`src/rtl/core/kpsq_pkg.sv`:
```
package kpsq_pkg;

    localparam int NUM_KNOBS = 9;
    localparam int KNOB_AW   = (NUM_KNOBS > 1) ? $clog2(NUM_KNOBS) : 1;

    localparam int VAL_W     = 12;
    localparam int KNOB_W    = 4;
    localparam int STEP_W    = 4;
    localparam int CFG_IDX_W = 3;
    localparam int CFG_DAT_W = 12;

    localparam logic [11:0] SPREAD_DIV  = 12'd683;
    localparam logic [11:0] SPREAD_HALF = 12'd341;
    localparam logic [11:0] SCALE_HALF  = 12'd256;
    localparam logic [3:0]  STEP_NONE   = 4'd15;

    localparam logic [11:0] PICKUP_RST = 12'd150;
    localparam logic [8:0]  SPREAD_MARGIN_RST = 9'd200;
    localparam logic [7:0]  SCALE_MARGIN_RST  = 8'd100;
    localparam logic [3:0]  SPREAD_KNOB_RST   = 4'd5;
    localparam logic [3:0]  SCALE_KNOB_RST    = 4'd4;

    typedef enum logic [CFG_IDX_W-1:0] {
        REG_PICKUP        = 3'd0,
        REG_SPREAD_MARGIN = 3'd1,
        REG_SCALE_MARGIN  = 3'd2,
        REG_SPREAD_KNOB   = 3'd3,
        REG_SCALE_KNOB    = 3'd4
    } t_cfg_idx;

    // per-knob entry held in the knob memory
    typedef struct packed {
        logic [VAL_W-1:0] ref_rd;
        logic [VAL_W-1:0] tracked;
        logic             armed;
    } t_knob_ent;

    // update request towards the quantizers
    typedef struct packed {
        logic             spread_en;
        logic             scale_en;
        logic             load;
        logic [VAL_W-1:0] value;
    } t_quant_req;

    typedef struct packed {
        logic [VAL_W-1:0]  spread_center;
        logic [STEP_W-1:0] spread_step;
        logic [VAL_W-1:0]  scale_center;
        logic [STEP_W-1:0] scale_step;
    } t_quant_st;

    // value / 683 for a 12-bit value, by threshold compares
    function automatic logic [2:0] spread_quot(input logic [VAL_W-1:0] v);
        logic [2:0] q;
        if (v >= 12'(SPREAD_DIV * 5))      q = 3'd5;
        else if (v >= 12'(SPREAD_DIV * 4)) q = 3'd4;
        else if (v >= 12'(SPREAD_DIV * 3)) q = 3'd3;
        else if (v >= 12'(SPREAD_DIV * 2)) q = 3'd2;
        else if (v >= SPREAD_DIV)          q = 3'd1;
        else                               q = 3'd0;
        return q;
    endfunction

    // step * 683
    function automatic logic [VAL_W-1:0] spread_base(input logic [2:0] q);
        logic [VAL_W-1:0] b;
        case (q)
            3'd1:    b = SPREAD_DIV;
            3'd2:    b = 12'(SPREAD_DIV * 2);
            3'd3:    b = 12'(SPREAD_DIV * 3);
            3'd4:    b = 12'(SPREAD_DIV * 4);
            3'd5:    b = 12'(SPREAD_DIV * 5);
            default: b = '0;
        endcase
        return b;
    endfunction

endpackage

```
`src/rtl/core/knob_pickup_and_step_quantizer.sv`:
```
// an accepted request passes through stage 1, alongside the knob memory read, then the output
// registers; throughput: one request per cycle unless the output is held back; the knob memory
// is read on accept and written as the request leaves stage 1, with a same-knob bypass
// reset: synchronous, active low; clears all knob entries to zero through
// per-entry valid bits, so there is no clearing pass and input is taken at once
module knob_pickup_and_step_quantizer
    import kpsq_pkg::*;
(
    input  logic                 i_clk,
    input  logic                 i_rst_n,
    input  logic                 i_cfg_we,
    input  logic [CFG_IDX_W-1:0] i_cfg_idx,
    input  logic [CFG_DAT_W-1:0] i_cfg_wdata,
    input  logic                 i_in_valid,
    output logic                 o_in_ready,
    input  logic                 i_op,
    input  logic [KNOB_W-1:0]    i_knob,
    input  logic [VAL_W-1:0]     i_sample,
    input  logic [VAL_W-1:0]     i_preset_value,
    output logic                 o_out_valid,
    input  logic                 i_out_ready,
    output logic [KNOB_W-1:0]    o_knob_id,
    output logic [VAL_W-1:0]     o_knob_value,
    output logic                 o_knob_armed,
    output logic [VAL_W-1:0]     o_spread_center,
    output logic [STEP_W-1:0]    o_spread_step,
    output logic [VAL_W-1:0]     o_scale_center,
    output logic [STEP_W-1:0]    o_scale_step
);

    logic [11:0] r_pickup;
    logic [8:0]  r_spread_margin;
    logic [7:0]  r_scale_margin;
    logic [3:0]  r_spread_knob;
    logic [3:0]  r_scale_knob;

    logic              r_s1_vld;
    logic              r_s1_op;
    logic              r_s1_inrng;
    logic [KNOB_W-1:0] r_s1_knob;
    logic [VAL_W-1:0]  r_s1_sample;
    logic [VAL_W-1:0]  r_s1_pv;

    logic              r_out_vld;
    logic [KNOB_W-1:0] r_out_knob;
    logic [VAL_W-1:0]  r_out_value;
    logic              r_out_armed;
    t_quant_st         r_out_q;

    logic        in_acc;
    logic        s1_adv;
    logic        in_rng;
    t_knob_ent   ent;
    t_knob_ent   wr_ent;
    logic [11:0] ref_gap;
    logic        arm_new;
    t_quant_req  qreq;
    t_quant_st   q_next;

    always_ff @(posedge i_clk) begin
        if (!i_rst_n) begin
            r_pickup        <= PICKUP_RST;
            r_spread_margin <= SPREAD_MARGIN_RST;
            r_scale_margin  <= SCALE_MARGIN_RST;
            r_spread_knob   <= SPREAD_KNOB_RST;
            r_scale_knob    <= SCALE_KNOB_RST;
        end else if (i_cfg_we) begin
            unique case (i_cfg_idx)
                REG_PICKUP:        r_pickup        <= i_cfg_wdata;
                REG_SPREAD_MARGIN: r_spread_margin <= i_cfg_wdata[8:0];
                REG_SCALE_MARGIN:  r_scale_margin  <= i_cfg_wdata[7:0];
                REG_SPREAD_KNOB:   r_spread_knob   <= i_cfg_wdata[3:0];
                REG_SCALE_KNOB:    r_scale_knob    <= i_cfg_wdata[3:0];
                default: ;
            endcase
        end
    end

    assign s1_adv     = r_s1_vld && (!r_out_vld || i_out_ready);
    assign o_in_ready = !r_s1_vld || s1_adv;
    assign in_acc     = i_in_valid && o_in_ready;
    assign in_rng     = {1'b0, i_knob} < 5'(NUM_KNOBS);

    kpsq_knob_mem u_mem (
        .i_clk     (i_clk),
        .i_rst_n   (i_rst_n),
        .i_rd_en   (in_acc && in_rng),
        .i_rd_addr (i_knob[KNOB_AW-1:0]),
        .i_wr_en   (s1_adv && r_s1_inrng),
        .i_wr_addr (r_s1_knob[KNOB_AW-1:0]),
        .i_wr_data (wr_ent),
        .o_rd_data (ent)
    );

    // pickup: arm once the reading leaves the reference by more than the threshold
    always_comb begin
        ref_gap = (r_s1_sample >= ent.ref_rd) ? (r_s1_sample - ent.ref_rd)
                                              : (ent.ref_rd - r_s1_sample);
        arm_new = ent.armed || (ref_gap > r_pickup);
        if (r_s1_op) begin
            wr_ent.ref_rd  = r_s1_sample;
            wr_ent.tracked = r_s1_pv;
            wr_ent.armed   = 1'b0;
        end else begin
            wr_ent.ref_rd  = ent.ref_rd;
            wr_ent.tracked = arm_new ? r_s1_sample : ent.tracked;
            wr_ent.armed   = arm_new;
        end
        qreq.spread_en = r_s1_inrng && (r_s1_knob == r_spread_knob);
        qreq.scale_en  = r_s1_inrng && (r_s1_knob == r_scale_knob);
        qreq.load      = r_s1_op;
        qreq.value     = wr_ent.tracked;
    end

    kpsq_quant u_quant (
        .i_clk           (i_clk),
        .i_rst_n         (i_rst_n),
        .i_upd           (s1_adv),
        .i_req           (qreq),
        .i_spread_margin (r_spread_margin),
        .i_scale_margin  (r_scale_margin),
        .o_next          (q_next)
    );

    always_ff @(posedge i_clk) begin
        if (!i_rst_n) begin
            r_s1_vld  <= 1'b0;
            r_out_vld <= 1'b0;
        end else begin
            if (o_in_ready) begin
                r_s1_vld <= i_in_valid;
            end
            if (s1_adv) begin
                r_out_vld <= 1'b1;
            end else if (i_out_ready) begin
                r_out_vld <= 1'b0;
            end
        end
    end

    always_ff @(posedge i_clk) begin
        if (in_acc) begin
            r_s1_op     <= i_op;
            r_s1_inrng  <= in_rng;
            r_s1_knob   <= i_knob;
            r_s1_sample <= i_sample;
            r_s1_pv     <= i_preset_value;
        end
        if (s1_adv) begin
            r_out_knob  <= r_s1_knob;
            r_out_value <= r_s1_inrng ? wr_ent.tracked : '0;
            r_out_armed <= r_s1_inrng && wr_ent.armed;
            r_out_q     <= q_next;
        end
    end

    assign o_out_valid     = r_out_vld;
    assign o_knob_id       = r_out_knob;
    assign o_knob_value    = r_out_value;
    assign o_knob_armed    = r_out_armed;
    assign o_spread_center = r_out_q.spread_center;
    assign o_spread_step   = r_out_q.spread_step;
    assign o_scale_center  = r_out_q.scale_center;
    assign o_scale_step    = r_out_q.scale_step;

endmodule

```
`src/rtl/core/kpsq_knob_mem.sv`:
```
module kpsq_knob_mem
    import kpsq_pkg::*;
(
    input  logic               i_clk,
    input  logic               i_rst_n,
    input  logic               i_rd_en,
    input  logic [KNOB_AW-1:0] i_rd_addr,
    input  logic               i_wr_en,
    input  logic [KNOB_AW-1:0] i_wr_addr,
    input  t_knob_ent          i_wr_data,
    output t_knob_ent          o_rd_data
);

    t_knob_ent             mem [NUM_KNOBS];
    logic [NUM_KNOBS-1:0]  r_vld;
    t_knob_ent             r_rd_data;
    logic                  r_rd_vld;
    logic                  r_fwd;
    t_knob_ent             r_fwd_data;

    always_ff @(posedge i_clk) begin
        if (i_wr_en) begin
            mem[i_wr_addr] <= i_wr_data;
        end
    end

    always_ff @(posedge i_clk) begin
        if (i_rd_en) begin
            r_rd_data  <= mem[i_rd_addr];
            r_fwd_data <= i_wr_data;
        end
    end

    always_ff @(posedge i_clk) begin
        if (!i_rst_n) begin
            r_vld    <= '0;
            r_rd_vld <= 1'b0;
            r_fwd    <= 1'b0;
        end else begin
            if (i_wr_en) begin
                r_vld[i_wr_addr] <= 1'b1;
            end
            if (i_rd_en) begin
                r_rd_vld <= r_vld[i_rd_addr];
                // write to the same entry in the same cycle wins over the stale read
                r_fwd    <= i_wr_en && (i_wr_addr == i_rd_addr);
            end
        end
    end

    // entries never written read as zero
    always_comb begin
        if (r_fwd) begin
            o_rd_data = r_fwd_data;
        end else if (r_rd_vld) begin
            o_rd_data = r_rd_data;
        end else begin
            o_rd_data = '0;
        end
    end

endmodule

```
`src/rtl/core/kpsq_quant.sv`:
```
module kpsq_quant
    import kpsq_pkg::*;
(
    input  logic       i_clk,
    input  logic       i_rst_n,
    input  logic       i_upd,
    input  t_quant_req i_req,
    input  logic [8:0] i_spread_margin,
    input  logic [7:0] i_scale_margin,
    output t_quant_st  o_next
);

    t_quant_st   r_st;
    logic [1:0]  r_force;
    t_quant_st   n_st;
    logic [1:0]  n_force;

    logic [2:0]        sp_q;
    logic [VAL_W-1:0]  sp_diff;
    logic [9:0]        sp_r;
    logic [10:0]       sp_sum;
    logic              sp_inside;
    logic [2:0]        sc_q;
    logic [8:0]        sc_r;
    logic [9:0]        sc_sum;
    logic              sc_inside;

    always_comb begin
        sp_q      = spread_quot(i_req.value);
        sp_diff   = i_req.value - spread_base(sp_q);
        sp_r      = sp_diff[9:0];
        sp_sum    = {1'b0, sp_r} + {2'b00, i_spread_margin};
        sp_inside = (sp_r > {1'b0, i_spread_margin}) && (sp_sum < 11'(SPREAD_DIV))
                    && ({1'b0, sp_q} != r_st.spread_step);

        sc_q      = i_req.value[11:9];
        sc_r      = i_req.value[8:0];
        sc_sum    = {1'b0, sc_r} + {2'b00, i_scale_margin};
        sc_inside = (sc_r > {1'b0, i_scale_margin}) && (sc_sum < 10'd512)
                    && ({1'b0, sc_q} != r_st.scale_step);

        n_st    = r_st;
        n_force = r_force;
        if (i_req.spread_en) begin
            if (sp_inside || i_req.load || r_force[0]) begin
                n_st.spread_center = spread_base(sp_q) + SPREAD_HALF;
                n_st.spread_step   = {1'b0, sp_q};
            end
            if (!i_req.load) begin
                n_force[0] = 1'b0;
            end
        end
        if (i_req.scale_en) begin
            if (sc_inside || i_req.load || r_force[1]) begin
                n_st.scale_center = {sc_q, SCALE_HALF[8:0]};
                n_st.scale_step   = {1'b0, sc_q};
            end
            if (!i_req.load) begin
                n_force[1] = 1'b0;
            end
        end
    end

    always_ff @(posedge i_clk) begin
        if (!i_rst_n) begin
            r_st.spread_center <= '0;
            r_st.spread_step   <= STEP_NONE;
            r_st.scale_center  <= '0;
            r_st.scale_step    <= STEP_NONE;
            r_force            <= 2'b11;
        end else if (i_upd) begin
            r_st    <= n_st;
            r_force <= n_force;
        end
    end

    assign o_next = n_st;

endmodule

```
`config.mk`:
```
export PLATFORM = sky130hd
export DESIGN_NAME = knob_pickup_and_step_quantizer
export DESIGN_NICKNAME = d
export VERILOG_FILES = /design/src/rtl/core/kpsq_pkg.sv /design/src/rtl/core/knob_pickup_and_step_quantizer.sv /design/src/rtl/core/kpsq_knob_mem.sv /design/src/rtl/core/kpsq_quant.sv
export SDC_FILE = /design/constraint.sdc
export NUM_CORES = 1
export LEC_CHECK = 0
export ABC_AREA = 1
export BUFFER_PORTS_ARGS = -buffer_cell sky130_fd_sc_hd__buf_4
export CELL_PAD_IN_SITES_DETAIL_PLACEMENT = 0
export CELL_PAD_IN_SITES_GLOBAL_PLACEMENT = 1
export CORE_MARGIN = 10
export CORE_UTILIZATION = 45
export DETAILED_ROUTE_END_ITERATION = 8
export GPL_TIMING_DRIVEN = 0
export PLACE_DENSITY_LB_ADDON = 0.1
export REMOVE_ABC_BUFFERS = 1
export SLEW_MARGIN = 0
export SYNTH_ARGS = -nofsm -noshare
export SYNTH_HDL_FRONTEND = slang
export SYNTH_SLANG_ARGS = --single-unit
```
`constraint.sdc`:
```
create_clock -name i_clk -period 12 [get_ports i_clk]
set_input_delay 2.4 -clock i_clk [delete_from_list [all_inputs] [get_ports i_clk]]
set_output_delay 2.4 -clock i_clk [all_outputs]
set_load 0.01 [all_outputs]
```
==> impl_metrics.tcl, run 1 <==
set metrics [dict create \
    drt-wirelength-per-cell_um 20.7 \
    cts_sinks 438 \
    start_util 0.457 \
    fin_ws_ns 1.10 \
    post-route-drc-count 0 \
    fp.dieArea_um2 53900 \
    hold_slack_ns 0.445 \
    ys.flop_type "edfxtp_1" \
    ys_ff_latch 438 \
    hold_class "reg -> reg" \
    rsz0062_at_grt "no" \
    worstSetupEndpointType "register" \
    root_buffer "clkbuf_16" \
    power.internal_uw 3040 \
    die_h_um 232 \
    finalSetupTns_ns 0 \
    cpPeakStageDelay_ns 0.68 \
    critical_path_class "reg -> reg" \
    cts_tree "yes" \
    rows 77 \
    numCtsBuffers 47 \
    p_leak_uw 0.00921 \
    dr_wl_met2_um 26000 \
    setup_viol 0 \
    clk_pin_slew_ns 0.06 \
    antennaDiodeCount 0 \
    postRouteAntennaNets 0 \
    gr-total-overflow 0 \
    required_ns 12.33 \
    dp_hpwl_um 35100 \
    pre_cts_ws_ns 0.615 \
    grt_pass1_vias 13800 \
    met1_length_um 24100 \
    globalRouteTotalUtil 0.200 \
    outcome "finished, final reports clean" \
    netlist_area_um2 20300 \
    areaGrowthSynthToFinish_pct 15.5 \
    syn_avg_cell_area_um2 10.6 \
    antenna_found_initial 2 \
    core-area_um2 44300 \
    post-route-period-util 0.908 \
    p_clk_frac 0.336 \
    switching_power_uw 1400 \
    power_density_nw_per_um2 190 \
    io_buffers 99 \
    drv_slew 0 \
    max_cap_viol_count 0 \
    top_level_ports 100 \
    cp_common_cell "nand2_1" \
    grt_max_degree 109 \
    slew_headroom 0.171 \
    final_hold_viol_count 0 \
    ys_seq_area_frac 0.608 \
    worst_ir_drop_vdd_mv 0.155 \
    max-clock-path-buffers 3 \
    finalNonFillerCells 2624 \
    htreeDepth 2 \
    synth_edf_count 354 \
    p_sw_frac 0.316 \
    cp_max_fo 27 \
    vias_per_cell 5.35 \
    synth_cell_types 59 \
    cp.arrival_ns 11.23 \
    grt_pass1_wl_um 82600 \
    crit_path_top_delay_cell "dfxtp_4" \
    start_kind "register" \
    fmax_mhz 91.8 \
    wirelength_um 54300 \
    p_seq_frac 0.394 \
    yosys_warnings 0 \
    gp_congestion 0.852 \
    insertion_delay_ns 0.58 \
    drive_gt1_frac 0.141 \
    layout_min_cycle_time_ns 10.90 \
    drt_first_pass_iters 6 \
    via_count 14000 \
    async_flop_share 0 \
    pwr-share-comb 0.270 \
    drt_first_iter_violations 970 \
    route.top_layer_used "met5" \
    nNetsFinal 2128 \
    tightest_slew_ns 1.24 \
    met3WireLength_um 2720 \
    die_w_um 232 \
    syn_inst 1910 \
    place_inst 2535 \
    fin_skew_ns 0.0104 \
]
-- stage by stage --
stage                util  power, uW  cell area [um2]
floorplan               -       2640            19900
global placement    0.483       2970            21400
detailed placement  0.491       2980            21800
CTS                 0.527       4480            23400
global route        0.528       4700            23400
finish              0.528       4440            23400
-- Yosys cell counts, drive strengths merged, types with 20 or more instances --
master	n	area share
nand2	279	0.059
dfxtp	84	0.083
o221ai	39	0.017
edfxtp	354	0.52
a21oi	84	0.022
nand3	91	0.025
ha	83	0.051
nor2	262	0.053
clkbuf	62	0.011
o211ai	25	0.0095
inv	201	0.037
buf	20	0.0057
o21ai	190	0.047
-- critical path: cells and delay by family (launching register included) --
family,cells,cell delay [ns]
compound gates,13,3.04
xor+xnor,3,0.55
fa+ha+maj,4,1.32
buf+inv,11,0.83
flops,1,0.68
simple gates,28,4.15
-- area by class of cell --
class | instances | area (um2)
inverter | 204 | 773
sequential | 438 | 12300
tap | 592 | 741
fill | 3926 | 20900
timing repair buffer | 116 | 1080
clock buffer | 63 | 1290
clock inverter | 25 | 299
multi-input combinational | 1186 | 6900
-- final timing paths --
path                                        from          endpoint  slack (ns)  cells after the start
worst min-delay path            u_quant.r_st[14]  u_quant.r_st[14]        0.45                      2
worst max register to register       u_mem.r_fwd  o_spread_step[2]        1.10                     59
worst min register to register  u_quant.r_st[14]  u_quant.r_st[14]        0.45                      2
worst max-delay path                 u_mem.r_fwd  o_spread_step[2]        1.10                     59
-- layer usage --
| metal | global-route usage | vias up |
|---|---|---|
| met3 | 0.0327 | 96 |
| met1 | 0.264 | 6799 |
| met5 | 0 | - |
| li1 | - | 6825 |
| met2 | 0.332 | 321 |
| met4 | 0.0643 | 2 |
-- state kept, by name, summed over array words and instances (netlist names), 8 cells and up --
signal and count:
u_mem.r_rd_data 25, u_mem.mem 225, u_mem.r_vld 9, o_knob_value 12, r_pickup 12, o_spread_center 12
r_spread_margin 9, r_s1_pv 12, r_s1_sample 12, u_quant.r_st 32, r_scale_margin 8, u_mem.r_fwd_data 25
o_scale_center 12
-- what timing repair did --
action / in CTS / in global routing
buffers inserted: 0 / 0
setup endpoints to repair: 0 / 32
gates resized for setup: 0 / 2
hold buffers: 0 / 0
-- cell families after synthesis --
family,after synthesis,share of synthesized area
xor gates and xnor gates,29,0.0125
muxes,2,0.000989
buffers and inverters,286,0.0551
adders and majority gates,86,0.0542
AOI/OAI and AO/OA,407,0.122
DFF,438,0.608
and+or+nand+nor,662,0.148
-- placed cells by master, fill, tap and decap left out, drive strengths merged, types with 3 or more instances in the layout --
master	synthesis	final
a211oi	3	3
a21o	3	3
a21oi	84	84
a221oi	9	9
a22o	3	3
a22oi	16	16
a31oi	3	3
buf	20	116
bufinv	0	6
clkbuf	62	63
clkinv	3	18
clkinvlp	0	3
dfxtp	84	84
edfxtp	354	354
fa	3	3
ha	83	83
inv	201	202
nand2	279	279
nand3	91	91
nand3b	5	5
nand4	6	6
nor2	262	262
nor3	9	9
o211ai	25	25
o21ai	190	190
o21bai	8	8
o221ai	39	39
o22ai	16	16
o31ai	4	4
or2	7	7
xnor2	12	12
xor2	17	17
-- power by group through the flow --
stage / clock [uW] / sequential [uW] / combinational (uW)
6_report: 1490 / 1750 / 1200
3_3_place_gp: 0 / 1780 / 1190
5_1_grt: 1580 / 1750 / 1370
2_1_floorplan: 0 / 1780 / 867
4_1_cts: 1520 / 1750 / 1210
3_5_place_dp: 0 / 1780 / 1200
No activity file was read; power rests on OpenSTA's default activity.
==> run 2: changes to the inputs <==
--- a/config.mk
+++ b/config.mk
@@ -5,7 +5,6 @@
 export SDC_FILE = /design/constraint.sdc
 export NUM_CORES = 1
 export LEC_CHECK = 0
-export ABC_AREA = 1
 export BUFFER_PORTS_ARGS = -buffer_cell sky130_fd_sc_hd__buf_4
 export CELL_PAD_IN_SITES_DETAIL_PLACEMENT = 0
 export CELL_PAD_IN_SITES_GLOBAL_PLACEMENT = 1
==> run 2 against run 1 <==
Net effect:
- sequential cell count unchanged
- first-iteration DRC count down 14%
- routed wire length down 6.8%
- sequential share of layout area down 0.12 points
- clock power down 8%
- power down 15%
- synthesized area down 1.3%
- non-clock buffer count up 33
- critical path depth down 8
- clock skew up 0.0074 ns
- maximum frequency down 3.3%
- via count down 12%
==> impl_metrics.tcl, run 2 <==
set metrics [dict create \
    final_hold_viol_count 0 \
    syn_inst 1498 \
    clk_pin_slew_ns 0.06 \
    worst_ir_drop_vdd_mv 0.119 \
    vias_per_cell 5.47 \
    fmax_mhz 88.7 \
    hold_slack_ns 0.449 \
    hold_class "reg -> reg" \
    fp.dieArea_um2 53300 \
    synth_common_cells "354 x edfxtp_1, 129 x nand2_1, 107 x nor2_1, 91 x inv_1, 85 x a21oi_1" \
    cp_common_cell "ha_1" \
    via_count 12400 \
    tightest_slew_ns 1.13 \
    cp_max_fo 12 \
    gr-total-overflow 0 \
    regMostFlops "u_mem.mem" \
    critical_path_class "reg -> reg" \
    cts_sinks 438 \
    post-route-drc-count 0 \
    synth_edf_count 354 \
    post-route-period-util 0.939 \
    fin_skew_ns 0.0178 \
    slew_headroom 0.245 \
    insertion_delay_ns 0.58 \
    hold_buffers 0 \
    async_flop_share 0 \
    synth_top_cells_by_area "edfxtp_1 53%, dfxtp_1 8.4%, mux4_2 5.9%" \
    power_density_nw_per_um2 161 \
    fin_ws_ns 0.731 \
    reg2regPathDepth 51 \
    antenna_found_initial 0 \
    p_seq_frac 0.454 \
    p_clk_frac 0.363 \
    grt_pass1_wl_um 76400 \
    setup_viol 0 \
    mostFrequentLayoutCells "354 x edfxtp_1, 128 x nand2_1, 127 x buf_4" \
    final_common_cell "edfxtp_1" \
    pre_cts_ws_ns -2.33 \
    htreeDepth 2 \
    hold_depth 1 \
    postRouteAntennaNets 0 \
    syn_avg_cell_area_um2 13.3 \
    layout_min_cycle_time_ns 11.27 \
    yosys_warnings 0 \
    worstSetupEndpointType "register" \
    drv_slew 0 \
    cp.arrival_ns 11.60 \
    antennaDiodeCount 0 \
    pwr-share-comb 0.183 \
    cts_tree "yes" \
    grt_pass1_vias 12300 \
    start_util 0.454 \
    drt-wirelength-per-cell_um 22.4 \
    root_buffer "clkbuf_16" \
    ys.flop_type "edfxtp_1" \
    drt_first_iter_violations 832 \
    max-clock-path-buffers 3 \
    ys_seq_area_frac 0.616 \
    fin_util 0.533 \
    power.internal_uw 2770 \
    core-area_um2 44000 \
    rows 77 \
    synth_top_area_cell "edfxtp_1" \
    p_sw_frac 0.269 \
    globalRouteTotalUtil 0.188 \
    synth_cell_types 88 \
    max_cap_viol_count 0 \
    io_buffers 99 \
    netlist_area_um2 20000 \
    top_level_ports 100 \
    grt_max_degree 57 \
    crit_path_top_delay_cell "or4b_2" \
    largestRegisters "u_mem.mem: 225 flops, u_quant.r_st: 32 flops" \
    numCtsBuffers 46 \
    gp_congestion 0.818 \
    yosys.area.top_type_share 0.532 \
    ys_ff_latch 438 \
    required_ns 12.33 \
    p_leak_uw 0.00863 \
    die_w_um 231 \
    start_kind "register" \
    drt_first_pass_iters 5 \
    yosysMostFrequentCell "edfxtp_1" \
    nNetsFinal 1768 \
    p_total_uw 3790 \
    cpPeakStageDelay_ns 0.68 \
    largest_reg_flops 225 \
    areaGrowthSynthToFinish_pct 17.3 \
    dp_hpwl_um 34000 \
    die_h_um 231 \
    wirelength_um 50600 \
    drive_gt1_frac 0.211 \
    switching_power_uw 1020 \
    outcome "finished, final reports clean" \
]
-- run 2: cell types whose count changed after synthesis, sizes merged, moves of 16 or more --
cell    delta
mux4      +52
nor2     -153
and2      +16
mux2i     +46
nand2    -150
nor2b     +26
nand3     -81
o221ai    -36
inv      -108
clkbuf    -22
o21ai    -118
-- run 2: worst max-delay path: cells and delay by family (launching register included) --
kind                     cells  cell delay (ns)
flip-flops                   1             0.47
AND/OR/NAND/NOR             16             3.30
AO/OA/AOI/OAI               19             3.88
multiplexers                 3             0.84
XOR/XNOR                     2             0.32
adder cells (fa/ha/maj)      5             1.29
buffers and inverters        6             0.92
-- run 2: layout make-up --
| class | count | area (um2) |
|---|---|---|
| Fill cell | 3757 | 20600 |
| Sequential cell | 438 | 12300 |
| Multi-Input combinational cell | 905 | 7260 |
| Timing Repair Buffer | 149 | 1330 |
| Clock buffer | 61 | 1230 |
| Tap cell | 592 | 741 |
| Inverter | 93 | 367 |
| Clock inverter | 23 | 213 |
-- run 2: kinds of logic (layout without fill, tap and decap cells) --
logic type,count (synthesis),in the layout,synth area share
fa+ha+maj,86,86,0.0550
compound gates,309,309,0.105
simple gates,354,354,0.0824
xor+xnor,41,41,0.0183
flops,438,438,0.616
mux,115,115,0.0932
buf+inv,155,326,0.0303
-- run 2: layer usage --
| metal | global-route usage | part of all wire | up-vias |
|---|---|---|---|
| li1 | - | - | 5847 |
| met1 | 0.254 | 0.45 | 6169 |
| met2 | 0.306 | 0.48 | 281 |
| met3 | 0.0332 | 0.052 | 64 |
| met4 | 0.0559 | 0.021 | 0 |
| met5 | 0 | 0 | - |
-- run 2: final timing paths --
kind                          from                 end  slack, ns
setup / recovery    u_mem.r_rd_vld  o_spread_center[1]       0.73
hold / removal    u_quant.r_st[10]    u_quant.r_st[10]       0.45
hold reg to reg   u_quant.r_st[10]    u_quant.r_st[10]       0.45
setup reg to reg    u_mem.r_rd_vld  o_spread_center[1]       0.73
-- run 2: power by group through the flow --
stage	combinational, uW	sequential [uW]	clock (uW)
after floorplan	463	1750	0
after global placement	652	1750	0
after detailed placement	670	1750	0
after CTS	681	1720	1410
after global routing	778	1720	1470
final	694	1720	1370
-- run 2: stage by stage --
step           instances  setup TNS, ns  area, um2
2_1_floorplan       1436              0      19700
3_3_place_gp        2127        -145.20      21200
3_5_place_dp        2150         -61.41      21700
4_1_cts             2242              0      23200
5_1_grt             2261         -0.296      23500
6_report            2261              0      23500
-- run 2: timing repair --
| action | CTS | global route |
|---|---|---|
| pin swaps | 2 | 5 |
| buffers inserted | 8 | 19 |
| setup endpoints to repair | 32 | 32 |
| gates resized for setup | 11 | 23 |
